<file path="config.mk">
export PLATFORM = sky130hd
export DESIGN_NAME = ffa_sequencer
export DESIGN_NICKNAME = d
export VERILOG_FILES = /design/src/hw/rtl/ffa_pkg.sv /design/src/hw/rtl/ffa_sequencer.sv
export SDC_FILE = /design/constraint.sdc
export NUM_CORES = 1
export LEC_CHECK = 0
export BUFFER_PORTS_ARGS = -buffer_cell sky130_fd_sc_hd__buf_2
export CORE_UTILIZATION = 34
export CTS_CLUSTER_SIZE = 10
export DETAILED_ROUTE_END_ITERATION = 12
export GPL_TIMING_DRIVEN = 0
export SLEW_MARGIN = 20
export SYNTH_ARGS = -nofsm -noshare
export SYNTH_HDL_FRONTEND = slang
export SYNTH_SLANG_ARGS = --single-unit
</file>
<file path="constraint.sdc">
create_clock -name clk_i -period 3.1 [get_ports clk_i]
set_clock_uncertainty 0.2 [all_clocks]
set_input_delay 0.31 -clock clk_i [delete_from_list [all_inputs] [get_ports clk_i]]
set_output_delay 0.31 -clock clk_i [all_outputs]
set_load 0.1 [all_outputs]
</file>
<file path="src/hw/rtl/ffa_pkg.sv">
// Shared types, constants and the microcode program of the first-fit heap allocator.
`default_nettype none

package ffa_pkg;

  localparam int unsigned HEAP_BYTES   = 1024;
  localparam int unsigned HEADER_BYTES = 16;
  localparam int unsigned ALIGN_BYTES  = 8;

  localparam int unsigned ADDR_W  = $clog2(HEAP_BYTES);
  localparam int unsigned REQ_W   = 11;
  localparam int unsigned NEED_W  = REQ_W + 1;
  localparam int unsigned SPL_W   = NEED_W + 1;
  localparam int unsigned BSZ_W   = ADDR_W;
  localparam int unsigned STEP_W  = ADDR_W + 1;
  localparam int unsigned CMD_W   = 2;
  localparam int unsigned ST_W    = 2;
  localparam int unsigned UPC_W   = 5;

  typedef logic [ADDR_W-1:0] addr_t;
  typedef logic [UPC_W-1:0]  upc_t;

  localparam logic [CMD_W-1:0] CMD_INIT  = 2'd0;
  localparam logic [CMD_W-1:0] CMD_ALLOC = 2'd1;
  localparam logic [CMD_W-1:0] CMD_FREE  = 2'd2;

  localparam logic [ST_W-1:0] ST_OK    = 2'd0;
  localparam logic [ST_W-1:0] ST_BAD   = 2'd1;
  localparam logic [ST_W-1:0] ST_NOFIT = 2'd2;

  // Microprogram step addresses
  localparam upc_t S_IDLE        = 5'd0;
  localparam upc_t S_I_CHK       = 5'd1;
  localparam upc_t S_I_DO        = 5'd2;
  localparam upc_t S_A_CHK       = 5'd3;
  localparam upc_t S_A_RD        = 5'd4;
  localparam upc_t S_A_TST       = 5'd5;
  localparam upc_t S_A_ADV       = 5'd6;
  localparam upc_t S_A_SPL       = 5'd7;
  localparam upc_t S_A_WHOLE     = 5'd8;
  localparam upc_t S_A_SPLIT_HDR = 5'd9;
  localparam upc_t S_A_SPLIT_FIX = 5'd10;
  localparam upc_t S_E_ALLOC     = 5'd11;
  localparam upc_t S_F_CHK       = 5'd12;
  localparam upc_t S_F_DO        = 5'd13;
  localparam upc_t S_E_OK        = 5'd14;
  localparam upc_t S_E_BAD       = 5'd15;
  localparam upc_t S_E_NOFIT     = 5'd16;

  typedef enum logic [3:0] {
    A_NONE,
    A_LATCH,
    A_INIT,
    A_READ,
    A_ADVANCE,
    A_UNLINK,
    A_SPLIT_HDR,
    A_SPLIT_FIX,
    A_FREE,
    A_EMIT_ALLOC,
    A_EMIT_OK,
    A_EMIT_BAD,
    A_EMIT_NOFIT
  } act_e;

  typedef enum logic [3:0] {
    C_ALWAYS,
    C_DISPATCH,
    C_INIT_BAD,
    C_ALLOC_ZERO,
    C_WALK_END,
    C_FITS,
    C_SPLIT_OK,
    C_FREE_BAD,
    C_OUT_FREE
  } cond_e;

  typedef struct packed {
    act_e  act;
    cond_e cond;
    logic  hold;
    upc_t  target;
  } uword_t;

  typedef struct packed {
    logic             in_acc;
    logic [CMD_W-1:0] cmd;
    logic             init_bad;
    logic             alloc_zero;
    logic             walk_end;
    logic             fits;
    logic             split_ok;
    logic             free_bad;
    logic             out_free;
  } flags_t;

  typedef struct packed {
    act_e act;
    logic idle;
  } ctl_t;

  typedef struct packed {
    logic  has_next;
    addr_t next;
  } link_t;

  typedef struct packed {
    logic             rd_en;
    addr_t            rd_addr;
    logic             size_we;
    addr_t            size_addr;
    logic [BSZ_W-1:0] size_data;
    logic             link_we;
    addr_t            link_addr;
    link_t            link_data;
  } mem_req_t;

  // Jump is taken when the condition holds; otherwise hold in place or fall through.
  function automatic uword_t ucode(upc_t upc);
    uword_t w;
    w = '{act: A_NONE, cond: C_ALWAYS, hold: 1'b0, target: S_IDLE};
    case (upc)
      S_IDLE:        w = '{act: A_LATCH,      cond: C_DISPATCH,   hold: 1'b1, target: S_IDLE};
      S_I_CHK:       w = '{act: A_NONE,       cond: C_INIT_BAD,   hold: 1'b0, target: S_E_BAD};
      S_I_DO:        w = '{act: A_INIT,       cond: C_ALWAYS,     hold: 1'b0, target: S_E_OK};
      S_A_CHK:       w = '{act: A_NONE,       cond: C_ALLOC_ZERO, hold: 1'b0, target: S_E_BAD};
      S_A_RD:        w = '{act: A_READ,       cond: C_WALK_END,   hold: 1'b0, target: S_E_NOFIT};
      S_A_TST:       w = '{act: A_NONE,       cond: C_FITS,       hold: 1'b0, target: S_A_SPL};
      S_A_ADV:       w = '{act: A_ADVANCE,    cond: C_ALWAYS,     hold: 1'b0, target: S_A_RD};
      S_A_SPL:       w = '{act: A_NONE,       cond: C_SPLIT_OK,   hold: 1'b0,
                           target: S_A_SPLIT_HDR};
      S_A_WHOLE:     w = '{act: A_UNLINK,     cond: C_ALWAYS,     hold: 1'b0, target: S_E_ALLOC};
      S_A_SPLIT_HDR: w = '{act: A_SPLIT_HDR,  cond: C_ALWAYS,     hold: 1'b0,
                           target: S_A_SPLIT_FIX};
      S_A_SPLIT_FIX: w = '{act: A_SPLIT_FIX,  cond: C_ALWAYS,     hold: 1'b0, target: S_E_ALLOC};
      S_E_ALLOC:     w = '{act: A_EMIT_ALLOC, cond: C_OUT_FREE,   hold: 1'b1, target: S_IDLE};
      S_F_CHK:       w = '{act: A_NONE,       cond: C_FREE_BAD,   hold: 1'b0, target: S_E_BAD};
      S_F_DO:        w = '{act: A_FREE,       cond: C_ALWAYS,     hold: 1'b0, target: S_E_OK};
      S_E_OK:        w = '{act: A_EMIT_OK,    cond: C_OUT_FREE,   hold: 1'b1, target: S_IDLE};
      S_E_BAD:       w = '{act: A_EMIT_BAD,   cond: C_OUT_FREE,   hold: 1'b1, target: S_IDLE};
      S_E_NOFIT:     w = '{act: A_EMIT_NOFIT, cond: C_OUT_FREE,   hold: 1'b1, target: S_IDLE};
      default:       w = '{act: A_NONE,       cond: C_ALWAYS,     hold: 1'b0, target: S_IDLE};
    endcase
    return w;
  endfunction

endpackage

`default_nettype wire

</file>
<file path="src/hw/rtl/ffa_sequencer.sv">
// Microcode sequencer: step counter, program ROM and condition select.
`default_nettype none

module ffa_sequencer (
  input  wire logic            clk_i,
  input  wire logic            rst_ni,
  input  wire ffa_pkg::flags_t flags_i,
  output ffa_pkg::ctl_t        ctl_o
);

  ffa_pkg::upc_t   upc_q, upc_d;
  ffa_pkg::uword_t uw;
  ffa_pkg::upc_t   disp_tgt;
  logic            cond_true;

  assign uw = ffa_pkg::ucode(upc_q);

  always_comb begin
    case (uw.cond)
      ffa_pkg::C_ALWAYS:     cond_true = 1'b1;
      ffa_pkg::C_DISPATCH:   cond_true = flags_i.in_acc;
      ffa_pkg::C_INIT_BAD:   cond_true = flags_i.init_bad;
      ffa_pkg::C_ALLOC_ZERO: cond_true = flags_i.alloc_zero;
      ffa_pkg::C_WALK_END:   cond_true = flags_i.walk_end;
      ffa_pkg::C_FITS:       cond_true = flags_i.fits;
      ffa_pkg::C_SPLIT_OK:   cond_true = flags_i.split_ok;
      ffa_pkg::C_FREE_BAD:   cond_true = flags_i.free_bad;
      ffa_pkg::C_OUT_FREE:   cond_true = flags_i.out_free;
      default:               cond_true = 1'b0;
    endcase
  end

  always_comb begin
    case (flags_i.cmd)
      ffa_pkg::CMD_INIT:  disp_tgt = ffa_pkg::S_I_CHK;
      ffa_pkg::CMD_ALLOC: disp_tgt = ffa_pkg::S_A_CHK;
      ffa_pkg::CMD_FREE:  disp_tgt = ffa_pkg::S_F_CHK;
      default:            disp_tgt = ffa_pkg::S_E_BAD;
    endcase
  end

  always_comb begin
    if (cond_true) begin
      upc_d = (uw.cond == ffa_pkg::C_DISPATCH) ? disp_tgt : uw.target;
    end else if (uw.hold) begin
      upc_d = upc_q;
    end else begin
      upc_d = upc_q + ffa_pkg::UPC_W'(1);
    end
  end

  always_ff @(posedge clk_i or negedge rst_ni) begin
    if (!rst_ni) begin
      upc_q <= ffa_pkg::S_IDLE;
    end else begin
      upc_q <= upc_d;
    end
  end

  // A holding step performs its action only in the cycle it moves on.
  assign ctl_o.act  = (!uw.hold || cond_true) ? uw.act : ffa_pkg::A_NONE;
  assign ctl_o.idle = (uw.cond == ffa_pkg::C_DISPATCH);

endmodule

`default_nettype wire

</file>
==> results by group, run 1 <==
Detailed routing
  • DRT iter0 DRCs: 44
  • Antenna viol nets, final: 0
  • Vias: 970
  • WL per Instance: between 15 and 20 microns
  • Avg Vias per Cell: slightly below 6
  • Number of remaining DRC errors: 0
  • DRT Pass-1 Iters: 4
  • Final WL: around 2600 microns

CTS
  • Maximum clock path buffer count: 2
  • CTS tree: done
  • CTS Buf Count: 3
  • H-tree Lvls: 1
  • Clock Tree Root: clkbuf_4
  • Worst-path clk slew: ~0.040 ns
  • Skew-Pair Late Insertion Delay: between 0.2 and 0.25 ns
  • CTS Sinks: 5

Floorplanning
  • Row count: 17
  • Starting Density: a little under two fifths
  • Die area: approximately 2700 sq um
  • Die X: roughly 52 microns
  • Die Height: a little over 50 microns
  • Core region area: about 2300 sq um
  • IO Pins: 17

Logic synthesis
  • Syn_area_per_cell: slightly below 8 sq um
  • Post-synth EDFFs: 0
  • Simple-gate share of the synthesized area: a little under a quarter
  • Synth async-reset ratio: 100%
  • Largest area contributor in the netlist: dfrtp_1
  • Ys flop type: dfrtp_1
  • Netlist cell types: 42
  • Most common cell in the synthesized netlist: a21oi_1
  • Main combinational cell family by area after synthesis: compound AO/OA/AOI/OAI gates
  • Post-synthesis instance area: roughly 850 sq um
  • Post-synthesis compound-gate area fraction: 31.7%
  • Synthesized flop and latch total: 5
  • Synthesized Nets: roughly 130
  • Yosys warnings: 0
  • Post-synth top area share: about 15%
  • Xor/xnor share of the synthesized area: 3.09%
  • Mux cell area share after synthesis: around a tenth
  • Synth cell count leaders: a21oi_1 (11), nor2_1 (8), ha_1 (7)
  • Top cells by area, synth: dfrtp_1 (15%), ha_1 (10%), mux2i_1 (7.1%)
  • Synth Instances: 108
  • Sequential area share after synthesis: between 10 and 15%
  • Synth Area in Adders: 10.3%

Timing
  • Actual slew at the worst max-slew pin: about 1.0 ns
  • Headroom to the max-slew limit: about a third
  • Unrepaired setup endpoints after global routing: yes
  • Final worst-path cycle share: approximately 100%
  • Final min period: 3.10 ns
  • Final Max Slew Viols: 0
  • Setup violators final: 0
  • Post-route worst setup slack: 0.00385 ns
  • Fin Hold WS: between 0.15 and 0.2 ns
  • Max Fclk: between 300 and 400 MHz
  • Hold Violations, Final: 0

Setup path
  • Worst Setup End Kind: primary output
  • Reg-to-reg setup timing slack: 0.45 ns
  • Worst endpoint required time: ~2.6 ns
  • Launch point of the worst path: upc_q[1]
  • Critical Path AT: roughly 2.6 ns
  • Worst Path Max Fanout: 5
  • Kind of critical path: reg2out
  • FF-to-FF Start: upc_q[1]
  • CP Launch Type: flop

Placement
  • Dpl hpwl: roughly 1700 microns
  • Port Buffers: 16
  • Gp weighted congestion: 0.843
  • Pre-CTS setup slack: -0.454 ns

Global route
  • First-pass GRT wire length: approximately 4000 microns
  • Initial antenna violation count: 0
  • Vias in the first global route: 903
  • Total gr overflow: 0
  • Largest net degree at the start of global routing: 11
  • GRT Util Overall: around a fifth

Worst hold path
  • Worst hold-check path type: in2reg
  • Hold Startpoint: flags_i[7]

Finish
  • P&R area growth vs syn: 53.0%
  • Largest regs: upc_q (5)
  • Largest register by flop count: upc_q
  • Layout cells sized above 1: around 42%
  • # diodes: 0
  • Max FFs per register: 5
  • Nets: 159

Run
  • Max capacitance violation total: 0

Status
  • Status: completed
layer usage:
| layer | share of wire (%) | vias up | routed length, microns | GRT usage [%] |
|---|---|---|---|---|
| li1 | - | 467 | - | - |
| met1 | 44 | 457 | 1150 | 26.8 |
| met2 | 49 | 44 | 1280 | 33.5 |
| met3 | 6.7 | 2 | 176 | 3.51 |
| met4 | 0.19 | 0 | 5 | 4.50 |
| met5 | 0 | - | 0 | 0 |
worst paths after layout:
check,to,cells after the start
setup / recovery,ctl_o[1],10
min in group asynchronous,upc_q[3],2
hold reg to reg,upc_q[4],3
setup reg to reg,upc_q[1],10
hold / removal,upc_q[1],3
max in group asynchronous,upc_q[1],2
critical path, cell delays in order, from the launching register on:
cell and delay, ns:
dfrtp_2 0.45, inv_4 0.10, ha_4 0.22, nor2b_4 0.14, o221ai_1 0.30, o2111ai_4 0.18
a32oi_2 0.29, o31ai_4 0.11, buf_6 0.15, o211a_4 0.23, buf_12 0.16
cells in the final DEF (no fill, tap or decap), drive strengths merged, types with 2 or more instances in the layout:
master	instances
a21oi	11
a32oi	3
buf	28
clkbuf	9
dfrtp	5
ha	7
inv	6
mux2i	6
nand2	6
nand2b	5
nand3b	2
nor2	8
nor2b	3
nor3	3
o211a	2
o211ai	2
o21ai	6
o31ai	2
or2	2
xnor2	2
through the flow:
| stage | utilization, % | cell area, sq um | setup TNS (ns) | std cells |
|---|---|---|---|---|
| floorplan | - | 910 | 0 | 108 |
| global placement | 45.0 | 1020 | -1.77 | 152 |
| detailed placement | 45.0 | 1020 | -1.75 | 152 |
| CTS | 54.0 | 1230 | 0 | 165 |
| global route | 57.1 | 1300 | -0.217 | 167 |
| finish | 57.1 | 1300 | 0 | 167 |
layout make-up:
class,instances,area (sq um)
tap,28,35.0
fill,193,976
timing repair buffer,27,241
buffer,7,47.5
sequential,5,128
multi-input combinational,90,792
clock buffer,4,26.3
inverter,6,30.0
cell families after synthesis:
logic type	after synthesis
fa+ha+maj	7
compound gates	37
mux	7
buf+inv	13
flops	5
simple gates	36
xor+xnor	3
repair_timing:
action	in CTS	in global routing
hold buffers	1	0
endpoints found under the setup margin	4	4
endpoints found under the hold margin	5	0
resized for setup	26	11
setup buffers	8	2
pin swaps	7	3
Power of run 1 is not shown: default switching activity piles up to over one toggle a cycle in this logic, so the estimate is an artifact.
==> inputs of run 2 (changes only) <==
--- a/config.mk
+++ b/config.mk
@@ -10,6 +10,7 @@
 export CTS_CLUSTER_SIZE = 10
 export DETAILED_ROUTE_END_ITERATION = 12
 export GPL_TIMING_DRIVEN = 0
+export SETUP_SLACK_MARGIN = 0.1
 export SLEW_MARGIN = 20
 export SYNTH_ARGS = -nofsm -noshare
 export SYNTH_HDL_FRONTEND = slang
==> run 2 against run 1 <==
  * Fmax fell by 0.55%
  * Core utilization shrank 1.8 points
  * The run now ends with setup timing left
  * Worst hold slack worse by 0.0049 ns
  * Global-route usage up 0.80 points
  * Cell count stayed put
  * Sequential cell count unchanged
==> results by group, run 2 (synthesis results as in run 1) <==
Setup path
  • Max stage delay on crit path: 0.49 ns (+0.04 ns)
  • CP Launch Type: flop
  • Launch point of the worst path: upc_q[0]
  • Worst endpoint required time: 2.59 ns (about the same)
  • Critical-path cell list: buf_6 -> clkinv_4 -> ha_4 -> nor2b_4 -> or4bb_1 -> o21ai_2 -> a311oi_2 -> o31ai_4 -> buf_6 -> o211a_4 -> buf_12
  • Crit-path most repeated cell: buf_6
  • Buffers plus inverters on the worst setup path: 4 (+1)
  • Critical Path AT: 2.60 ns (about the same)
  • FF-to-FF Start: upc_q[0]
  • Kind of critical path: reg2out
  • Critical path's slowest cell: or4bb_1
  • Worst Path Max Fanout: 5 (unchanged)
  • Cell family contributing the most delay on the critical path: simple AND/OR/NAND/NOR gates
  • Worst Setup End Kind: primary output

Finish
  • Most frequent cells in the layout: buf_2 (13), a21oi_1 (11), buf_4 (9)
  • Final non-filler cell area: 1260 sq um (-3.2%)
  • Nets: 159 (unchanged)
  • Most common cell after layout, fill and taps aside: buf_2
  • Largest regs: upc_q (5)
  • Largest register by flop count: upc_q
  • # diodes: 0 (unchanged)
  • Layout cells sized above 1: 41.7% (-0.72 points)
  • Fill count: 210 (+8.8%)
  • P&R area growth vs syn: 48.2%
  • Max FFs per register: 5 (unchanged)

Floorplanning
  • Row count: 17 (unchanged)
  • Core region area: 2280 sq um (unchanged)
  • Die area: 2700 sq um (unchanged)
  • IO Pins: 17 (unchanged)
  • Die Height: 52.0 microns (unchanged)
  • Die X: 52.0 microns (unchanged)
  • Starting Density: 37.3% (unchanged)

Timing
  • Unrepaired setup endpoints after global routing: yes
  • Final Max Slew Viols: 0 (unchanged)
  • Final min period: 3.11 ns (+0.0171 ns)
  • Setup violators final: 2 (+2)
  • Post-route worst setup slack: -0.0132 ns (-0.0171 ns)
  • Fin Hold WS: 0.192 ns (-0.00487 ns)
  • Final worst-path cycle share: 100% (+0.55 points)
  • Max Fclk: 321 MHz (-0.55%)
  • Actual slew at the worst max-slew pin: 0.994 ns (-0.00332 ns)
  • Hold Violations, Final: 0 (unchanged)
  • Headroom to the max-slew limit: 33.7% (+0.22 points)

Worst hold path
  • Hold Startpoint: flags_i[7]
  • Worst hold-check path type: in2reg

CTS
  • CTS Buf Count: 3 (unchanged)
  • H-tree Lvls: 1 (unchanged)
  • Maximum clock path buffer count: 2 (unchanged)
  • CTS Sinks: 5 (unchanged)
  • Clock Tree Root: clkbuf_4
  • CTS tree: done
  • Skew-Pair Late Insertion Delay: 0.24 ns (about the same)
  • Worst-path clk slew: 0.04 ns (about the same)

Placement
  • Gp weighted congestion: 0.842 (about the same)
  • Dpl hpwl: 1720 microns (+0.88%)
  • Pre-CTS setup slack: -0.480 ns (-0.0266 ns)
  • Port Buffers: 16 (unchanged)
  • Placed instance area: 1040 sq um (+1.1%)

Run
  • Max capacitance violation total: 0 (unchanged)

Global route
  • Largest net degree at the start of global routing: 11 (unchanged)
  • Met1 Resource Use GR: 27.9% (+1.1 points)
  • Vias in the first global route: 910 (+0.78%)
  • GRT Util Overall: 21.0% (+0.80 points)
  • Met3 usage: 3.80% (+0.29 points)
  • Grt met2 use: 35.9% (+2.4 points)
  • Total gr overflow: 0 (unchanged)
  • GRT Max-Usage Layer: met2
  • First-pass GRT wire length: 4250 microns (+5.3%)
  • Initial antenna violation count: 0 (unchanged)

Detailed routing
  • DRT Pass-1 Iters: 4 (unchanged)
  • Antenna viol nets, final: 0 (unchanged)
  • Avg Vias per Cell: 5.84 (+0.62%)
  • Vias: 976 (+0.62%)
  • Number of remaining DRC errors: 0 (unchanged)
  • DRT iter0 DRCs: 25 (-43%)
  • WL per Instance: 15.3 microns (-2.1%)
  • Final WL: 2560 microns (-2.1%)

Status
  • Status: finished, violations left
  • Failing checks: setup timing
run 2: changes by cell type in the layout (fill, tap and decap cells not counted), sizes merged:
| cell | change |
|---|---|
| clkinv | +1 |
| inv | -1 |
| clkbuf | -1 |
| buf | +1 |
run 2: layout make-up:
class | count | area, sq um | area share, %
clock buffers | 4 | 26.3 | 2.09
multi-input cells | 90 | 768 | 61.0
plain buffers | 7 | 45.0 | 3.58
well taps | 28 | 35.0 | 2.78
inverters | 6 | 27.5 | 2.19
flip-flops and latches | 5 | 128 | 10.1
repair buffers | 27 | 229 | 18.2
run 2: worst register-to-register path, stage by stage, from the launching register on:
cell      delay, ns
dfrtp_2        0.43
buf_6          0.14
clkinv_4       0.05
ha_4           0.20
nor2b_4        0.13
or4bb_1        0.49
o21ai_2        0.09
a311oi_2       0.14
o31ai_4        0.20
buf_6          0.15
buf_4          0.16
mux2i_1        0.21
run 2: final timing paths:
path                            end  slack [ns]  depth (start not counted)
min reg2reg                upc_q[4]        0.56                          3
max in group asynchronous  upc_q[1]        2.35                          2
min in group asynchronous  upc_q[3]        0.21                          2
max reg2reg                upc_q[3]        0.42                         11
max                        ctl_o[1]       -0.01                         11
min                        upc_q[1]        0.19                          3
run 2: through the flow:
stage | std cells | setup TNS, ns | utilization (%)
after floorplan | 108 | 0 | -
after global placement | 152 | -1.76 | 45.5
after detailed placement | 152 | -1.86 | 45.5
after CTS | 165 | -0.124 | 53.0
after global routing | 167 | -0.349 | 55.3
final | 167 | -0.0175 | 55.3
run 2: repair_timing:
item                                    in CTS  in global routing
endpoints found under the setup margin       4                  4
gates resized for setup                     20                  9
hold buffers                                 1                  0
pin swaps                                    4                  3
buffers inserted                             8                  2
endpoints found under the hold margin        5                  0
run 2: routing by layer:
layer  part of all wire [%]  vias up
li1                       -      468
met4                   0.27        0
met5                      0        -
met3                    5.6        2
met2                     49       35
met1                     45      471
Power of run 2 is left out for the same reason.
==> inputs of run 3 (changes only) <==
--- a/config.mk
+++ b/config.mk
@@ -5,10 +5,11 @@
 export SDC_FILE = /design/constraint.sdc
 export NUM_CORES = 1
 export LEC_CHECK = 0
-export BUFFER_PORTS_ARGS = -buffer_cell sky130_fd_sc_hd__buf_2
 export CORE_UTILIZATION = 34
 export CTS_CLUSTER_SIZE = 10
 export DETAILED_ROUTE_END_ITERATION = 12
+export DONT_BUFFER_PORTS = 1
+export GPL_ROUTABILITY_DRIVEN = 0
 export GPL_TIMING_DRIVEN = 0
 export SETUP_SLACK_MARGIN = 0.1
 export SLEW_MARGIN = 20
==> run 3 against run 2 <==
  * The run still ends with setup timing left
  * Fmax decreased by 2.2%
  * Clock-buffer cell count unchanged
  * Setup slack lost 0.070 ns
  * Via count fell by 9.8%
  * Critical path depth decreased by 2
  * Sequential cell count unchanged
  * First-iteration DRC count is 12% higher
  * Largest cell class unchanged
==> results by group, run 3 (synthesis results as in run 1) <==
Status
  • Status: finished, violations left
  • Failing checks: setup timing

Timing
  • Final Max Slew Viols: 0 (unchanged)
  • Unrepaired setup endpoints after global routing: yes
  • Fin Hold WS: 0.0897 ns (-0.103 ns)
  • Headroom to the max-slew limit: 58.2% (+24 points)
  • Setup violators final: 4 (+2)
  • Max Fclk: 314 MHz (-2.2%)
  • Post-route worst setup slack: -0.0831 ns (-0.0698 ns)
  • Final worst-path cycle share: 103% (+2.3 points)
  • Final min period: 3.18 ns (+0.0698 ns)
  • Hold Violations, Final: 0 (unchanged)
  • Actual slew at the worst max-slew pin: 0.627 ns (-0.367 ns)

Setup path
  • Critical Path AT: 2.67 ns (+0.07 ns)
  • Critical path's slowest cell: or4bb_1
  • Kind of critical path: reg2out
  • Worst Setup End Kind: primary output
  • Max stage delay on crit path: 0.52 ns (+0.03 ns)
  • CP Launch Type: flop
  • Worst Path Max Fanout: 5 (unchanged)
  • Critical-path cell list: buf_6 -> inv_6 -> ha_4 -> nor2b_4 -> or4bb_1 -> o21ai_2 -> a311oi_2 -> o31ai_4 -> o211a_4
  • Worst endpoint required time: 2.59 ns (about the same)

Finish
  • Largest regs: upc_q (5)
  • Nets: 141 (-11%)
  • Most common cell after layout, fill and taps aside: a21oi_1
  • P&R area growth vs syn: 27.5%
  • Largest register by flop count: upc_q
  • Max FFs per register: 5 (unchanged)
  • # diodes: 0 (unchanged)
  • Layout cells sized above 1: 30.6% (-11 points)
  • Most frequent cells in the layout: a21oi_1 (9), nor2_1 (8), buf_4 (8)

Global route
  • Vias in the first global route: 866 (-4.8%)
  • Largest net degree at the start of global routing: 11 (unchanged)
  • GRT Util Overall: 19.5% (-1.5 points)
  • Total gr overflow: 0 (unchanged)
  • Initial antenna violation count: 0 (unchanged)
  • First-pass GRT wire length: 3970 microns (-6.7%)

Worst hold path
  • Worst hold-check path type: in2reg

Placement
  • Dpl hpwl: 1680 microns (-2.0%)
  • Port Buffers: 0 (-16)

Floorplanning
  • Row count: 17 (unchanged)
  • Die X: 52.0 microns (unchanged)
  • Starting Density: 37.3% (unchanged)
  • Core region area: 2280 sq um (unchanged)
  • Die Height: 52.0 microns (unchanged)
  • IO Pins: 17 (unchanged)
  • Die area: 2700 sq um (unchanged)

Run
  • Max capacitance violation total: 0 (unchanged)

Detailed routing
  • DRT iter0 DRCs: 28 (+12%)
  • Final WL: 2400 microns (-6.3%)
  • Antenna viol nets, final: 0 (unchanged)
  • DRT Pass-1 Iters: 4 (unchanged)
  • WL per Instance: 16.1 microns (+5.0%)
  • Number of remaining DRC errors: 0 (unchanged)
  • Avg Vias per Cell: 5.91 (+1.1%)
  • Vias: 880 (-9.8%)

CTS
  • Skew-Pair Late Insertion Delay: 0.24 ns (about the same)
  • Worst-path clk slew: 0.04 ns (about the same)
  • CTS Sinks: 5 (unchanged)
  • CTS Buf Count: 3 (unchanged)
  • CTS tree: done
  • Maximum clock path buffer count: 2 (unchanged)
  • H-tree Lvls: 1 (unchanged)
  • Clock Tree Root: clkbuf_4
==> run 3: through the flow <==
| stage | std cells | utilization (%) | setup TNS [ns] | instance area (sq um) | setup slack (ns) |
|---|---|---|---|---|---|
| global route | 149 | 47.6 | -0.650 | 1080 | -0.177 |
| floorplan | 108 | - | 0 | 921 | 0.0449 |
| CTS | 149 | 46.8 | -0.271 | 1060 | -0.0826 |
| finish | 149 | 47.6 | -0.271 | 1080 | -0.0831 |
| detailed placement | 136 | 42.0 | -0.861 | 956 | -0.230 |
| global placement | 136 | 42.0 | -0.843 | 956 | -0.225 |
==> run 3: final timing paths <==
kind	startpoint	endpoint	slack [ns]	cells after the start
max	upc_q[0]	ctl_o[2]	-0.08	9
min	flags_i[7]	upc_q[1]	0.09	2
max reg2reg	upc_q[0]	upc_q[2]	0.33	10
min reg2reg	upc_q[4]	upc_q[4]	0.60	3
max in group asynchronous	rst_ni	upc_q[1]	2.33	1
min in group asynchronous	rst_ni	upc_q[4]	0.16	1
==> run 3: what timing repair did <==
action | in CTS | in global routing
pin swaps | 4 | 0
gates resized for setup | 4 | 7
buffers inserted | 8 | 0
endpoints found under the hold margin | 5 | 0
hold buffers | 1 | 0
endpoints found under the setup margin | 4 | 8
==> run 3: area by class of cell <==
| type | count | area, sq um |
|---|---|---|
| buffer | 7 | 45.0 |
| fill | 230 | 1190 |
| inverter | 6 | 30.0 |
| tap | 28 | 35.0 |
| timing repair buffer | 9 | 70.1 |
| clock buffer | 4 | 26.3 |
| multi-input combinational | 90 | 751 |
| sequential | 5 | 126 |
==> run 3: routing by layer <==
layer | GRT usage, % | share of wire, % | vias up
li1 | - | - | 434
met1 | 26.2 | 46 | 415
met2 | 32.7 | 46 | 29
met3 | 3.51 | 7.5 | 2
met4 | 2.70 | 0.79 | 0
met5 | 0 | 0 | -
==> run 3: worst max-delay path: cells and delay by family (launching register included) <==
| family | cells | cell delay [ns] |
|---|---|---|
| AO/OA/AOI/OAI | 4 | 1.00 |
| AND/OR/NAND/NOR | 2 | 0.65 |
| flip-flops | 1 | 0.40 |
| adder cells (fa/ha/maj) | 1 | 0.20 |
| buffers and inverters | 2 | 0.19 |
Power of run 3 is left out for the same reason.
