File: src/hw/rtl/ffa_pkg.sv
// Shared types, constants and the microcode program of the first-fit heap allocator.
`default_nettype none

package ffa_pkg;

  localparam int unsigned HEAP_BYTES   = 1024;
  localparam int unsigned HEADER_BYTES = 16;
  localparam int unsigned ALIGN_BYTES  = 8;

  localparam int unsigned ADDR_W  = $clog2(HEAP_BYTES);
  localparam int unsigned REQ_W   = 11;
  localparam int unsigned NEED_W  = REQ_W + 1;
  localparam int unsigned SPL_W   = NEED_W + 1;
  localparam int unsigned BSZ_W   = ADDR_W;
  localparam int unsigned STEP_W  = ADDR_W + 1;
  localparam int unsigned CMD_W   = 2;
  localparam int unsigned ST_W    = 2;
  localparam int unsigned UPC_W   = 5;

  typedef logic [ADDR_W-1:0] addr_t;
  typedef logic [UPC_W-1:0]  upc_t;

  localparam logic [CMD_W-1:0] CMD_INIT  = 2'd0;
  localparam logic [CMD_W-1:0] CMD_ALLOC = 2'd1;
  localparam logic [CMD_W-1:0] CMD_FREE  = 2'd2;

  localparam logic [ST_W-1:0] ST_OK    = 2'd0;
  localparam logic [ST_W-1:0] ST_BAD   = 2'd1;
  localparam logic [ST_W-1:0] ST_NOFIT = 2'd2;

  // Microprogram step addresses
  localparam upc_t S_IDLE        = 5'd0;
  localparam upc_t S_I_CHK       = 5'd1;
  localparam upc_t S_I_DO        = 5'd2;
  localparam upc_t S_A_CHK       = 5'd3;
  localparam upc_t S_A_RD        = 5'd4;
  localparam upc_t S_A_TST       = 5'd5;
  localparam upc_t S_A_ADV       = 5'd6;
  localparam upc_t S_A_SPL       = 5'd7;
  localparam upc_t S_A_WHOLE     = 5'd8;
  localparam upc_t S_A_SPLIT_HDR = 5'd9;
  localparam upc_t S_A_SPLIT_FIX = 5'd10;
  localparam upc_t S_E_ALLOC     = 5'd11;
  localparam upc_t S_F_CHK       = 5'd12;
  localparam upc_t S_F_DO        = 5'd13;
  localparam upc_t S_E_OK        = 5'd14;
  localparam upc_t S_E_BAD       = 5'd15;
  localparam upc_t S_E_NOFIT     = 5'd16;

  typedef enum logic [3:0] {
    A_NONE,
    A_LATCH,
    A_INIT,
    A_READ,
    A_ADVANCE,
    A_UNLINK,
    A_SPLIT_HDR,
    A_SPLIT_FIX,
    A_FREE,
    A_EMIT_ALLOC,
    A_EMIT_OK,
    A_EMIT_BAD,
    A_EMIT_NOFIT
  } act_e;

  typedef enum logic [3:0] {
    C_ALWAYS,
    C_DISPATCH,
    C_INIT_BAD,
    C_ALLOC_ZERO,
    C_WALK_END,
    C_FITS,
    C_SPLIT_OK,
    C_FREE_BAD,
    C_OUT_FREE
  } cond_e;

  typedef struct packed {
    act_e  act;
    cond_e cond;
    logic  hold;
    upc_t  target;
  } uword_t;

  typedef struct packed {
    logic             in_acc;
    logic [CMD_W-1:0] cmd;
    logic             init_bad;
    logic             alloc_zero;
    logic             walk_end;
    logic             fits;
    logic             split_ok;
    logic             free_bad;
    logic             out_free;
  } flags_t;

  typedef struct packed {
    act_e act;
    logic idle;
  } ctl_t;

  typedef struct packed {
    logic  has_next;
    addr_t next;
  } link_t;

  typedef struct packed {
    logic             rd_en;
    addr_t            rd_addr;
    logic             size_we;
    addr_t            size_addr;
    logic [BSZ_W-1:0] size_data;
    logic             link_we;
    addr_t            link_addr;
    link_t            link_data;
  } mem_req_t;

  // Jump is taken when the condition holds; otherwise hold in place or fall through.
  function automatic uword_t ucode(upc_t upc);
    uword_t w;
    w = '{act: A_NONE, cond: C_ALWAYS, hold: 1'b0, target: S_IDLE};
    case (upc)
      S_IDLE:        w = '{act: A_LATCH,      cond: C_DISPATCH,   hold: 1'b1, target: S_IDLE};
      S_I_CHK:       w = '{act: A_NONE,       cond: C_INIT_BAD,   hold: 1'b0, target: S_E_BAD};
      S_I_DO:        w = '{act: A_INIT,       cond: C_ALWAYS,     hold: 1'b0, target: S_E_OK};
      S_A_CHK:       w = '{act: A_NONE,       cond: C_ALLOC_ZERO, hold: 1'b0, target: S_E_BAD};
      S_A_RD:        w = '{act: A_READ,       cond: C_WALK_END,   hold: 1'b0, target: S_E_NOFIT};
      S_A_TST:       w = '{act: A_NONE,       cond: C_FITS,       hold: 1'b0, target: S_A_SPL};
      S_A_ADV:       w = '{act: A_ADVANCE,    cond: C_ALWAYS,     hold: 1'b0, target: S_A_RD};
      S_A_SPL:       w = '{act: A_NONE,       cond: C_SPLIT_OK,   hold: 1'b0,
                           target: S_A_SPLIT_HDR};
      S_A_WHOLE:     w = '{act: A_UNLINK,     cond: C_ALWAYS,     hold: 1'b0, target: S_E_ALLOC};
      S_A_SPLIT_HDR: w = '{act: A_SPLIT_HDR,  cond: C_ALWAYS,     hold: 1'b0,
                           target: S_A_SPLIT_FIX};
      S_A_SPLIT_FIX: w = '{act: A_SPLIT_FIX,  cond: C_ALWAYS,     hold: 1'b0, target: S_E_ALLOC};
      S_E_ALLOC:     w = '{act: A_EMIT_ALLOC, cond: C_OUT_FREE,   hold: 1'b1, target: S_IDLE};
      S_F_CHK:       w = '{act: A_NONE,       cond: C_FREE_BAD,   hold: 1'b0, target: S_E_BAD};
      S_F_DO:        w = '{act: A_FREE,       cond: C_ALWAYS,     hold: 1'b0, target: S_E_OK};
      S_E_OK:        w = '{act: A_EMIT_OK,    cond: C_OUT_FREE,   hold: 1'b1, target: S_IDLE};
      S_E_BAD:       w = '{act: A_EMIT_BAD,   cond: C_OUT_FREE,   hold: 1'b1, target: S_IDLE};
      S_E_NOFIT:     w = '{act: A_EMIT_NOFIT, cond: C_OUT_FREE,   hold: 1'b1, target: S_IDLE};
      default:       w = '{act: A_NONE,       cond: C_ALWAYS,     hold: 1'b0, target: S_IDLE};
    endcase
    return w;
  endfunction

endpackage

`default_nettype wire

File: src/hw/rtl/ffa_datapath.sv
// Allocator datapath: request latches, list walk registers, header writes and result register.
`default_nettype none

module ffa_datapath (
  input  wire logic                       clk_i,
  input  wire logic                       rst_ni,
  input  wire ffa_pkg::ctl_t              ctl_i,
  input  wire logic                       in_acc_i,
  input  wire logic [ffa_pkg::CMD_W-1:0]  cmd_i,
  input  wire logic [ffa_pkg::REQ_W-1:0]  req_i,
  input  wire ffa_pkg::addr_t             faddr_i,
  input  wire logic [ffa_pkg::BSZ_W-1:0]  size_rd_i,
  input  wire ffa_pkg::link_t             link_rd_i,
  input  wire logic                       out_ready_i,
  output ffa_pkg::flags_t                 flags_o,
  output ffa_pkg::mem_req_t               mem_o,
  output logic                            out_valid_o,
  output ffa_pkg::addr_t                  out_addr_o,
  output logic [ffa_pkg::ST_W-1:0]        out_status_o
);

  localparam logic [ffa_pkg::NEED_W-1:0] AlignMask = ffa_pkg::NEED_W'(ffa_pkg::ALIGN_BYTES - 1);

  // Control state
  logic                         head_valid_q, head_valid_d;
  logic                         out_valid_q, out_valid_d;
  // Payload
  ffa_pkg::addr_t               head_q, head_d;
  logic [ffa_pkg::REQ_W-1:0]    req_q;
  logic [ffa_pkg::NEED_W-1:0]   need_q;
  ffa_pkg::addr_t               faddr_q;
  ffa_pkg::addr_t               cur_q, cur_d;
  logic                         cur_valid_q, cur_valid_d;
  ffa_pkg::addr_t               prev_q, prev_d;
  logic                         at_head_q, at_head_d;
  logic [ffa_pkg::STEP_W-1:0]   steps_q, steps_d;
  ffa_pkg::addr_t               out_addr_q, out_addr_d;
  logic [ffa_pkg::ST_W-1:0]     out_status_q, out_status_d;

  logic [ffa_pkg::NEED_W-1:0]   need_in;
  logic [ffa_pkg::REQ_W-1:0]    init_sz;
  logic [ffa_pkg::NEED_W-1:0]   size_ext;
  logic [ffa_pkg::SPL_W-1:0]    split_sum;
  ffa_pkg::addr_t               split_addr;
  ffa_pkg::addr_t               free_hdr;
  ffa_pkg::addr_t               data_addr;
  logic                         out_free;

  assign need_in  = (ffa_pkg::NEED_W'(req_i) + AlignMask) & ~AlignMask;
  assign init_sz  = (req_q > ffa_pkg::REQ_W'(ffa_pkg::HEAP_BYTES))
                  ? ffa_pkg::REQ_W'(ffa_pkg::HEAP_BYTES) : req_q;
  assign size_ext = ffa_pkg::NEED_W'(size_rd_i);
  assign split_sum = ffa_pkg::SPL_W'(cur_q) + ffa_pkg::SPL_W'(ffa_pkg::HEADER_BYTES)
                   + ffa_pkg::SPL_W'(need_q);
  assign split_addr = split_sum[ffa_pkg::ADDR_W-1:0];
  // A 10-bit data offset minus one header always lands inside the heap.
  assign free_hdr   = faddr_q - ffa_pkg::ADDR_W'(ffa_pkg::HEADER_BYTES);
  assign data_addr  = cur_q + ffa_pkg::ADDR_W'(ffa_pkg::HEADER_BYTES);
  assign out_free   = !out_valid_q || out_ready_i;

  always_comb begin
    flags_o.in_acc     = in_acc_i;
    flags_o.cmd        = cmd_i;
    flags_o.init_bad   = init_sz <= ffa_pkg::REQ_W'(ffa_pkg::HEADER_BYTES);
    flags_o.alloc_zero = req_q == '0;
    flags_o.walk_end   = !cur_valid_q || (steps_q == ffa_pkg::STEP_W'(ffa_pkg::HEAP_BYTES));
    flags_o.fits       = size_ext >= need_q;
    flags_o.split_ok   = (size_ext > need_q + ffa_pkg::NEED_W'(ffa_pkg::HEADER_BYTES))
                      && (split_sum < ffa_pkg::SPL_W'(ffa_pkg::HEAP_BYTES));
    flags_o.free_bad   = faddr_q < ffa_pkg::ADDR_W'(ffa_pkg::HEADER_BYTES);
    flags_o.out_free   = out_free;
  end

  always_comb begin
    mem_o        = '0;
    mem_o.rd_addr = cur_q;
    head_d       = head_q;
    head_valid_d = head_valid_q;
    cur_d        = cur_q;
    cur_valid_d  = cur_valid_q;
    prev_d       = prev_q;
    at_head_d    = at_head_q;
    steps_d      = steps_q;
    out_valid_d  = out_valid_q && !out_ready_i;
    out_addr_d   = out_addr_q;
    out_status_d = out_status_q;
    case (ctl_i.act)
      ffa_pkg::A_LATCH: begin
        cur_d       = head_q;
        cur_valid_d = head_valid_q;
        at_head_d   = 1'b1;
        steps_d     = '0;
      end
      ffa_pkg::A_INIT: begin
        mem_o.size_we   = 1'b1;
        mem_o.size_addr = '0;
        mem_o.size_data = ffa_pkg::BSZ_W'(init_sz - ffa_pkg::REQ_W'(ffa_pkg::HEADER_BYTES));
        mem_o.link_we   = 1'b1;
        mem_o.link_addr = '0;
        mem_o.link_data = '0;
        head_d          = '0;
        head_valid_d    = 1'b1;
      end
      ffa_pkg::A_READ: begin
        mem_o.rd_en = 1'b1;
      end
      ffa_pkg::A_ADVANCE: begin
        prev_d      = cur_q;
        at_head_d   = 1'b0;
        cur_valid_d = link_rd_i.has_next;
        cur_d       = link_rd_i.next;
        steps_d     = steps_q + ffa_pkg::STEP_W'(1);
      end
      ffa_pkg::A_UNLINK: begin
        if (at_head_q) begin
          head_d       = link_rd_i.next;
          head_valid_d = link_rd_i.has_next;
        end else begin
          mem_o.link_we   = 1'b1;
          mem_o.link_addr = prev_q;
          mem_o.link_data = link_rd_i;
        end
      end
      ffa_pkg::A_SPLIT_HDR: begin
        mem_o.size_we   = 1'b1;
        mem_o.size_addr = split_addr;
        mem_o.size_data = ffa_pkg::BSZ_W'(size_ext - need_q
                          - ffa_pkg::NEED_W'(ffa_pkg::HEADER_BYTES));
        mem_o.link_we   = 1'b1;
        mem_o.link_addr = split_addr;
        mem_o.link_data = link_rd_i;
      end
      ffa_pkg::A_SPLIT_FIX: begin
        mem_o.size_we   = 1'b1;
        mem_o.size_addr = cur_q;
        mem_o.size_data = ffa_pkg::BSZ_W'(need_q);
        if (at_head_q) begin
          head_d       = split_addr;
          head_valid_d = 1'b1;
        end else begin
          mem_o.link_we   = 1'b1;
          mem_o.link_addr = prev_q;
          mem_o.link_data = '{has_next: 1'b1, next: split_addr};
        end
      end
      ffa_pkg::A_FREE: begin
        mem_o.link_we   = 1'b1;
        mem_o.link_addr = free_hdr;
        mem_o.link_data = '{has_next: head_valid_q, next: head_q};
        head_d          = free_hdr;
        head_valid_d    = 1'b1;
      end
      ffa_pkg::A_EMIT_ALLOC: begin
        out_valid_d  = 1'b1;
        out_addr_d   = data_addr;
        out_status_d = ffa_pkg::ST_OK;
      end
      ffa_pkg::A_EMIT_OK: begin
        out_valid_d  = 1'b1;
        out_addr_d   = '0;
        out_status_d = ffa_pkg::ST_OK;
      end
      ffa_pkg::A_EMIT_BAD: begin
        out_valid_d  = 1'b1;
        out_addr_d   = '0;
        out_status_d = ffa_pkg::ST_BAD;
      end
      ffa_pkg::A_EMIT_NOFIT: begin
        out_valid_d  = 1'b1;
        out_addr_d   = '0;
        out_status_d = ffa_pkg::ST_NOFIT;
      end
      default: begin
      end
    endcase
  end

  always_ff @(posedge clk_i or negedge rst_ni) begin
    if (!rst_ni) begin
      head_valid_q <= 1'b0;
      out_valid_q  <= 1'b0;
    end else begin
      head_valid_q <= head_valid_d;
      out_valid_q  <= out_valid_d;
    end
  end

  always_ff @(posedge clk_i) begin
    if (ctl_i.act == ffa_pkg::A_LATCH) begin
      req_q   <= req_i;
      need_q  <= need_in;
      faddr_q <= faddr_i;
    end
    head_q       <= head_d;
    cur_q        <= cur_d;
    cur_valid_q  <= cur_valid_d;
    prev_q       <= prev_d;
    at_head_q    <= at_head_d;
    steps_q      <= steps_d;
    out_addr_q   <= out_addr_d;
    out_status_q <= out_status_d;
  end

  assign out_valid_o  = out_valid_q;
  assign out_addr_o   = out_addr_q;
  assign out_status_o = out_status_q;

endmodule

`default_nettype wire

File: config.mk
export PLATFORM = sky130hd
export DESIGN_NAME = ffa_datapath
export DESIGN_NICKNAME = d
export VERILOG_FILES = /design/src/hw/rtl/ffa_pkg.sv /design/src/hw/rtl/ffa_datapath.sv
export SDC_FILE = /design/constraint.sdc
export NUM_CORES = 1
export LEC_CHECK = 0
export BUFFER_PORTS_ARGS = -buffer_cell sky130_fd_sc_hd__clkbuf_2
export CAP_MARGIN = 15
export CORE_MARGIN = 2
export CORE_UTILIZATION = 60
export CTS_CLUSTER_DIAMETER = 200
export DETAILED_ROUTE_END_ITERATION = 6
export PLACE_DENSITY = 0.87
export SLEW_MARGIN = 20
export SYNTH_ARGS = -nofsm -noshare
export SYNTH_HDL_FRONTEND = slang
export SYNTH_SLANG_ARGS = --single-unit
File: constraint.sdc
create_clock -name clk_i -period 3.6 [get_ports clk_i]
set_clock_uncertainty 0.1 [all_clocks]
set_input_delay 0 -clock clk_i [delete_from_list [all_inputs] [get_ports clk_i]]
set_output_delay 0 -clock clk_i [all_outputs]
set_load 0.05 [all_outputs]
==> flow_summary.ini, run 1 <==
[yosys]
ys_types = 65
synth_area_um2 = 5810
synthMuxAreaShare_pct = 2.11
synth_top_family_by_area = simple AND/OR/NAND/NOR gates
netlist.area_leader.share_pct = 44.0
ys_seq_elements = 87
synth.avg_cell_area_um2 = 10.2
synth_compound_area_share_pct = 12.4
yosysMostFrequentCell = edfxtp_1
synth-simple-area-share_pct = 16.8
synthCells = 568
synth-edff-count = 85
synth_fp_nets = 672
synth-xor-area-share_pct = 6.79
synth_area_leaders = edfxtp_1, ha_1, nand2_1
synthAdderAreaFrac_pct = 11.1
yosys_warnings = 0
async_flop_share_pct = 2.30
synth_flop_cell = edfxtp_1
synth_top_area_cell = edfxtp_1
yosys-top-cells-count = edfxtp_1, nand2_1, inv_1
yosysSeqAreaShare_pct = 44.8

[setup_path]
worstSetupPathType = reg -> out
ff2ff_path_depth = 11
r2r_setup_slack_ps = 810
cpMaxStageDelayCell = o311ai_0
cpMostUsedCell = ha_1
reg2reg_to = head_q[8]
max_stage_delay_ps = 720
crit_fanout = 4
end_kind = output port
startpoint_type = flip-flop
path_cells = ha_1 > ha_1 > o311ai_0 > a21oi_1 > and4b_1 > or3_1 > clkbuf_2
arrival_ps = 3210
required_ps = 3500
rr_startpoint = cur_q[4]

[floorplan]
ioPinCount = 130
row_count = 35
die_h_um = 102
die-width_um = 102
initial_core_util_pct = 62.3
die_area_um2 = 10500
fp.coreArea_um2 = 9330

[sta]
finalHoldViolCount = 0
worst_pin_slew_ps = 935
final_max_slew_viol_count = 0
finalCritPeriodShare_pct = 92.0
period_minus_slack_ps = 3310
rsz0062_at_grt = no
fin_setup_tns_ps = 0
final-setup-viol-count = 0
relSlewSlack_pct = 37.5
fin_ws_ps = 287
fmax_ghz = 0.302

[drt]
routed_wl_mm = 16.3
num_vias = 5152
first_iter_violations = 487
drc = 0
ant_nets = 0
wire_per_inst_um = 19.0
dr.pass1.iters = 7
viasPerCell = 6.00

[status]
status = completed

[power]
power.density_nw_per_um2 = 341
total_leakage_power_nw = 3.21
vdd_drop_max_mv = 0.247
power_mw = 2.42

[min_path]
hold_start = ctl_i[4]
min_path_type = in -> reg
hold_depth = 3
holdPathEnd = out_valid_o

[job]
max-cap-violations = 0

[cts]
numCtsBuffers = 9
clk_pin_slew_ps = 90
cts_tree = built
cts_root_buf = clkbuf_8
clock-sinks = 87
postCtsResizedCells = 0
clk-insertion-delay-late_ps = 370
cts.path.max_buffers = 2
htreeDepth = 3

[placement]
place.gp.congestion = 1.08
port_buffers = 122
dp_slack_ps = 726
dp_hpwl_mm = 11.3

[cells_and_area]
areaGrowthSynthToFinish_pct = 22.1
layout-drive-gt1-share_pct = 22.0
final_nets = 827

[grt]
antenna_found_initial = 0
grt_max_degree = 32
grt_pass1_vias = 5027
grt_pass1_wl_mm = 24.8
grt.overflow.total = 0
gr-usage-all-layers_pct = 31.4
-- report_power, final --
part	internal, mW	switching [mW]	total [mW]
logic	0.201	0.390	0.592
clock network	0.256	0.378	0.635
registers	1.16	0.0321	1.19
total	1.61	0.801	2.42
-- layout by cell type, fill, tap and decap left out, types with 10 or more instances in the layout --
cell type | synthesis | routed
o21ai_0 | 22 | 22
nand2_1 | 70 | 70
nor3_1 | 14 | 13
and3_1 | 11 | 11
mux2i_1 | 10 | 10
inv_1 | 54 | 54
clkbuf_2 | 0 | 122
ha_1 | 50 | 50
nand3_1 | 14 | 14
xor2_1 | 16 | 16
xnor2_1 | 29 | 29
a222oi_1 | 10 | 10
nor2_1 | 44 | 44
dlygate4sd3_1 | 0 | 38
edfxtp_1 | 85 | 85
-- area by class of cell --
class / instances / area [um2]
flip-flops and latches: 87 / 2600
multi-input cells: 403 / 2890
clock buffers: 9 / 124
well taps: 129 / 161
clock inverters: 7 / 55.1
inverters: 54 / 203
diodes: 1 / 2.50
repair buffers: 168 / 1050
fillers: 634 / 2240
-- per-layer routing --
layer,vias to the layer above,part of all wire (%),GRT usage (%)
met5,-,0,0
met4,0,3.5,11.6
met3,62,9.2,6.36
met2,326,50,55.3
met1,2397,37,38.3
li1,2367,-,-
-- stage by stage --
stage	util, %	cells	hold WS, ps	area [um2]
after CTS	76.0	857	18.8	7090
after floorplan	-	568	-396	5810
after global routing	76.0	857	94.4	7090
final	76.0	858	28.6	7090
after detailed placement	70.0	803	-311	6530
after global placement	69.9	803	-311	6520
-- state kept, by name (all words and copies together), names as in the netlist --
name          count
cur_q            10
head_valid_q      1
need_q            9
prev_q           10
faddr_q          10
head_q           10
at_head_q         1
cur_valid_q       1
steps_q          11
out_status_o      2
out_addr_o       10
out_valid_o       1
req_q            11
-- worst max-delay path by stage --
stage / start / end / slack [ps] / cells after the start
4_1_cts: need_q[3] / mem_o[28] / 320 / 7
3_3_place_gp: cur_q[4] / mem_o[40] / 790 / 12
6_report: need_q[3] / mem_o[30] / 290 / 7
2_1_floorplan: ctl_i[1] / at_head_q / 310 / 3
5_1_grt: need_q[3] / mem_o[30] / 130 / 7
3_5_place_dp: need_q[3] / mem_o[28] / 730 / 7
-- logic make-up (layout without fill, tap and decap cells) --
group,Yosys count,after routing
AOI/OAI and AO/OA,96,96
xor gates and xnor gates,45,45
adders and majority gates,51,51
buffers and inverters,78,238
DFF,87,87
muxes,12,12
other,0,1
and+or+nand+nor,199,199
-- critical path: cells and delay by family (launching register included) --
| kind | cells | cell delay [ps] |
|---|---|---|
| compound gates | 2 | 920 |
| simple gates | 2 | 590 |
| fa+ha+maj | 2 | 600 |
| buf+inv | 1 | 240 |
| flops | 1 | 480 |
-- what timing repair did --
action / in CTS / in global routing
buffers inserted: 0 / 0
hold buffers: 38 / 0
endpoints found under the hold margin: 56 / 0
setup endpoints to repair: 0 / 0
Power figures use the tool's default switching activity.
==> inputs of run 2 (changes only) <==
==> constraint.sdc (replaced) <==
create_clock -name clk_i -period 3.6 [get_ports clk_i]
set_clock_uncertainty 0.1 [all_clocks]
set_input_delay 0.18 -clock clk_i [delete_from_list [all_inputs] [get_ports clk_i]]
set_output_delay 0.18 -clock clk_i [all_outputs]
set_load 0.05 [all_outputs]
==> flow_summary.ini, run 2 (same netlist as run 1, synthesis figures left out) <==
[status]
status = completed

[cts]
cts_tree = built
clock-sinks = 87
cts_root_buf = clkbuf_8
clk-insertion-delay-late_ps = 360
cts.path.max_buffers = 2
clk_pin_slew_ps = 90
numCtsBuffers = 9
htreeDepth = 3

[cells_and_area]
seqCellArea_um2 = 2600
layout_commonest_cell = clkbuf_2
layout-drive-gt1-share_pct = 22.6
final_cell_mix = clkbuf_2, edfxtp_1, nand2_1, inv_1, ha_1
areaGrowthSynthToFinish_pct = 20.6
top_regs = req_q x11, steps_q x11
antenna_cells = 0
final_nets = 815
multi_input_area_um2 = 2890
nFillCells = 645
finalInstanceArea_um2 = 7000

[floorplan]
die_h_um = 102
initial_core_util_pct = 62.3
row_count = 35
ioPinCount = 130
fp.coreArea_um2 = 9330
die_area_um2 = 10500
die-width_um = 102

[setup_path]
startpoint_type = flip-flop
path_buf_inv = 4
cpMaxStageDelayCell = edfxtp_1
cp.depth = 12
critPathLaunch = need_q[4]
cpMostUsedCell = inv_1
path_delay_family = adder cells
rr_startpoint = need_q[4]
ff2ff_path_depth = 11
path_cells = inv_1 > ha_1 > inv_1 > ha_1 > inv_1 > fa_1 > nor2b_1 > o21a_1 > nor2_1 > xnor2_2 > a221o_1 > clkbuf_2
reg2reg_to = head_q[8]
max_stage_delay_ps = 520
required_ps = 3320
r2r_setup_slack_ps = 820
crit_fanout = 6
worstSetupPathType = reg -> out
arrival_ps = 3130
end_kind = output port
setup.worst_path.end = mem_o[19]

[sta]
period_minus_slack_ps = 3410
worst_pin_slew_ps = 869
final-setup-viol-count = 0
fin_setup_tns_ps = 0
rsz0062_at_grt = no
fmax_ghz = 0.293
finalCritPeriodShare_pct = 94.8
final_max_slew_viol_count = 0
relSlewSlack_pct = 42.0
finalHoldViolCount = 0

[placement]
port_buffers = 122
dp_hpwl_mm = 11.4
placed_area_um2 = 6550
place.gp.congestion = 0.985

[grt]
grt.overflow.total = 0
antenna_found_initial = 0
grt_max_degree = 31
grt_pass1_vias = 4851
gr-usage-all-layers_pct = 30.3
grt_pass1_wl_mm = 24.0

[min_path]
hold_start = link_rd_i[0]
min_path_type = in -> reg

[power]
total_leakage_power_nw = 3.19
power_mw = 2.51
vdd_drop_max_mv = 0.364
power.density_nw_per_um2 = 359

[drt]
first_iter_violations = 442
dr.pass1.iters = 6
ant_nets = 0
wire_per_inst_um = 18.6
viasPerCell = 5.98
num_vias = 5053
drc = 0
routed_wl_mm = 15.7

[job]
max-cap-violations = 0
## run 2: cell count changes in the layout (fill, tap and decap cells not counted), moves of 2 or more
| cell | delta |
|---|---|
| buf_4 | +2 |
| clkinvlp_4 | -2 |
| bufinv_16 | +2 |
| inv_6 | -2 |
| dlygate4sd3_1 | -15 |
| clkbuf_1 | +2 |
## run 2: worst min-delay path by stage
stage	endpoint	slack [ps]	cells after the start
CTS	cur_q[0]	7	3
detailed placement	out_valid_o	-130	1
global route	head_valid_q	20	3
finish	cur_q[0]	20	3
floorplan	head_valid_q	-220	0
global placement	out_valid_o	-130	1
## run 2: where the power goes
part	total [mW]	leakage [nW]	switching, mW	internal [mW]
sequential	1.19	0.810	0.0315	1.16
combinational	0.575	2.27	0.381	0.194
clock	0.750	0.107	0.357	0.393
## run 2: stage by stage
stage / cells / worst slack [ps] / util (%) / hold slack (ps)
finish: 845 / 187 / 75.1 / 21.7
global placement: 806 / 569 / 70.2 / -129
CTS: 845 / 99.7 / 75.0 / 7.02
global route: 845 / 4.31 / 75.1 / 20.2
detailed placement: 806 / 508 / 70.2 / -130
floorplan: 568 / 134 / - / -216
## run 2: metal layers
layer	wire (um)	global-route usage, %	vias to the layer above
met3	1330	5.68	34
met4	330	9.64	0
met5	0	0	-
li1	-	-	2339
met2	7870	53.2	292
met1	6180	37.8	2388
## run 2: area by class of cell
type	count	area share, %
Inverter	54	2.89
Multi-Input combinational cell	403	41.2
Timing Repair Buffer	156	13.4
Sequential cell	87	37.2
Clock buffer	11	1.88
Clock inverter	5	1.18
Tap cell	129	2.30
## run 2: worst min-delay path: cells and delay by family
kind                   cells  cell delay, ps
buffers and inverters      1             100
AND/OR/NAND/NOR            2             100
## run 2: what timing repair did
item / CTS / global route
endpoints found under the setup margin: 0 / 6
hold endpoints to repair: 24 / 0
gates resized for setup: 0 / 3
buffers inserted: 0 / 0
hold buffers: 23 / 0
==> inputs of run 3 (changes only) <==
--- a/config.mk
+++ b/config.mk
@@ -6,7 +6,7 @@
 export NUM_CORES = 1
 export LEC_CHECK = 0
 export BUFFER_PORTS_ARGS = -buffer_cell sky130_fd_sc_hd__clkbuf_2
-export CAP_MARGIN = 15
+export CAP_MARGIN = 20
 export CORE_MARGIN = 2
 export CORE_UTILIZATION = 60
 export CTS_CLUSTER_DIAMETER = 200
==> constraint.sdc (replaced) <==
create_clock -name clk_i -period 3.6 [get_ports clk_i]
set_clock_uncertainty 0.1 [all_clocks]
set_input_delay 0.72 -clock clk_i [delete_from_list [all_inputs] [get_ports clk_i]]
set_output_delay 0.72 -clock clk_i [all_outputs]
set_load 0.05 [all_outputs]
==> flow_summary.ini, run 3 (same netlist as run 1, synthesis figures left out) <==
[setup_path]
reg2reg_to = head_q[8]
critPathLaunch = need_q[5]
worstSetupPathType = reg -> out
required_ps = 2780
r2r_setup_slack_ps = 930
end_kind = output port
rr_startpoint = need_q[4]
ff2ff_path_depth = 12
startpoint_type = flip-flop
crit_fanout = 4
arrival_ps = 2990

[grt]
antenna_found_initial = 0
grt_pass1_vias = 5354
grt_max_degree = 31
grt.overflow.total = 0
grt_pass1_wl_mm = 26.7
gr-usage-all-layers_pct = 34.0

[floorplan]
initial_core_util_pct = 62.3
fp.coreArea_um2 = 9330
die-width_um = 102
die_h_um = 102
die_area_um2 = 10500
row_count = 35
ioPinCount = 130

[sta]
fin_setup_tns_ps = -645
rsz0062_at_grt = yes
finalHoldViolCount = 0
relSlewSlack_pct = 60.6
holdWs_ps = 3.84
fmax_ghz = 0.262
worst_pin_slew_ps = 589
final-setup-viol-count = 10
final_max_slew_viol_count = 0
fin_ws_ps = -212
finalCritPeriodShare_pct = 106
period_minus_slack_ps = 3810

[cells_and_area]
top_regs = req_q x11, steps_q x11
finalInstanceArea_um2 = 7550
multi_input_area_um2 = 3150
final_cell_mix = clkbuf_2, edfxtp_1, nand2_1, buf_4, inv_1
layout-drive-gt1-share_pct = 33.7
final_nets = 840
finish.utilization_pct = 81.0
stdcell_count = 870
nFillCells = 528
antenna_cells = 0
seqCellArea_um2 = 2600
layout_commonest_cell = clkbuf_2
areaGrowthSynthToFinish_pct = 30.1

[cts]
clk_pin_slew_ps = 100
htreeDepth = 3
numCtsBuffers = 9
cts_root_buf = clkbuf_8
clk-insertion-delay-late_ps = 390
cts_tree = built
clock-sinks = 87
cts.path.max_buffers = 2

[drt]
dr.pass1.iters = 7
first_iter_violations = 674
routed_wl_mm = 18.8
ant_nets = 0
viasPerCell = 6.55
num_vias = 5695
wire_per_inst_um = 21.6
drc = 0

[power]
power_mw = 2.58
vdd_drop_max_mv = 0.287
power.density_nw_per_um2 = 341
total_leakage_power_nw = 3.38

[placement]
dp_hpwl_mm = 12.4
placed_area_um2 = 7000
dp_slack_ps = -112
port_buffers = 122
place.gp.congestion = 0.904
dp.cells = 842

[status]
violations = setup timing
status = finished with violations

[job]
max-cap-violations = 0

[min_path]
min_path_type = in -> async
run 3: cell types whose count changed in the layout (fill, tap and decap cells not counted), sizes merged:
cell	previous run	this run
buf	11	72
clkinv	3	2
clkinvlp	0	2
inv	54	57
clkbuf	133	118
dlygate4sd3	23	0
bufinv	2	0
run 3: how the worst max path moves through the flow:
stage	end	slack, ps	cells past startpoint
finish	flags_o[2]	-210	12
global route	flags_o[2]	-270	10
CTS	mem_o[19]	-60	12
detailed placement	mem_o[30]	-110	10
global placement	mem_o[30]	-70	10
floorplan	mem_o[39]	-160	8
run 3: area by class of cell:
class	count	area share, %
clock buffers	9	1.64
clock inverters	7	0.729
inverters	54	2.75
well taps	129	2.14
repair buffers	181	16.7
multi-input cells	403	41.6
flip-flops and latches	87	34.4
run 3: worst max-delay path, stage by stage, from the launching register on:
cell and delay, ps:
edfxtp_1 390, buf_6 130, buf_4 140, ha_1 240, nand3_1 180, xnor2_1 210
ha_1 320, nand4_1 100, nor3_2 140, nand4_1 160, and3_1 230, o311a_1 170
clkbuf_8 200
run 3: metal layers:
layer  part of all wire, %  GRT usage, %
met1                    32          39.6
met2                    48          57.7
met3                    13          7.25
met4                   6.9          20.7
met5                     0             0
run 3: timing repair:
action,CTS,global route
gates resized for setup,32,40
setup endpoints to repair,11,17
pin swaps,13,18
buffers inserted,12,2
hold buffers,0,0
run 3: where the power goes:
group          leakage (nW)  internal [mW]  switching [mW]  total [mW]
Sequential            0.810           1.16          0.0295        1.19
Combinational          2.49          0.270           0.444       0.714
Clock                0.0871          0.260           0.415       0.675
Total                  3.38           1.69           0.889        2.58
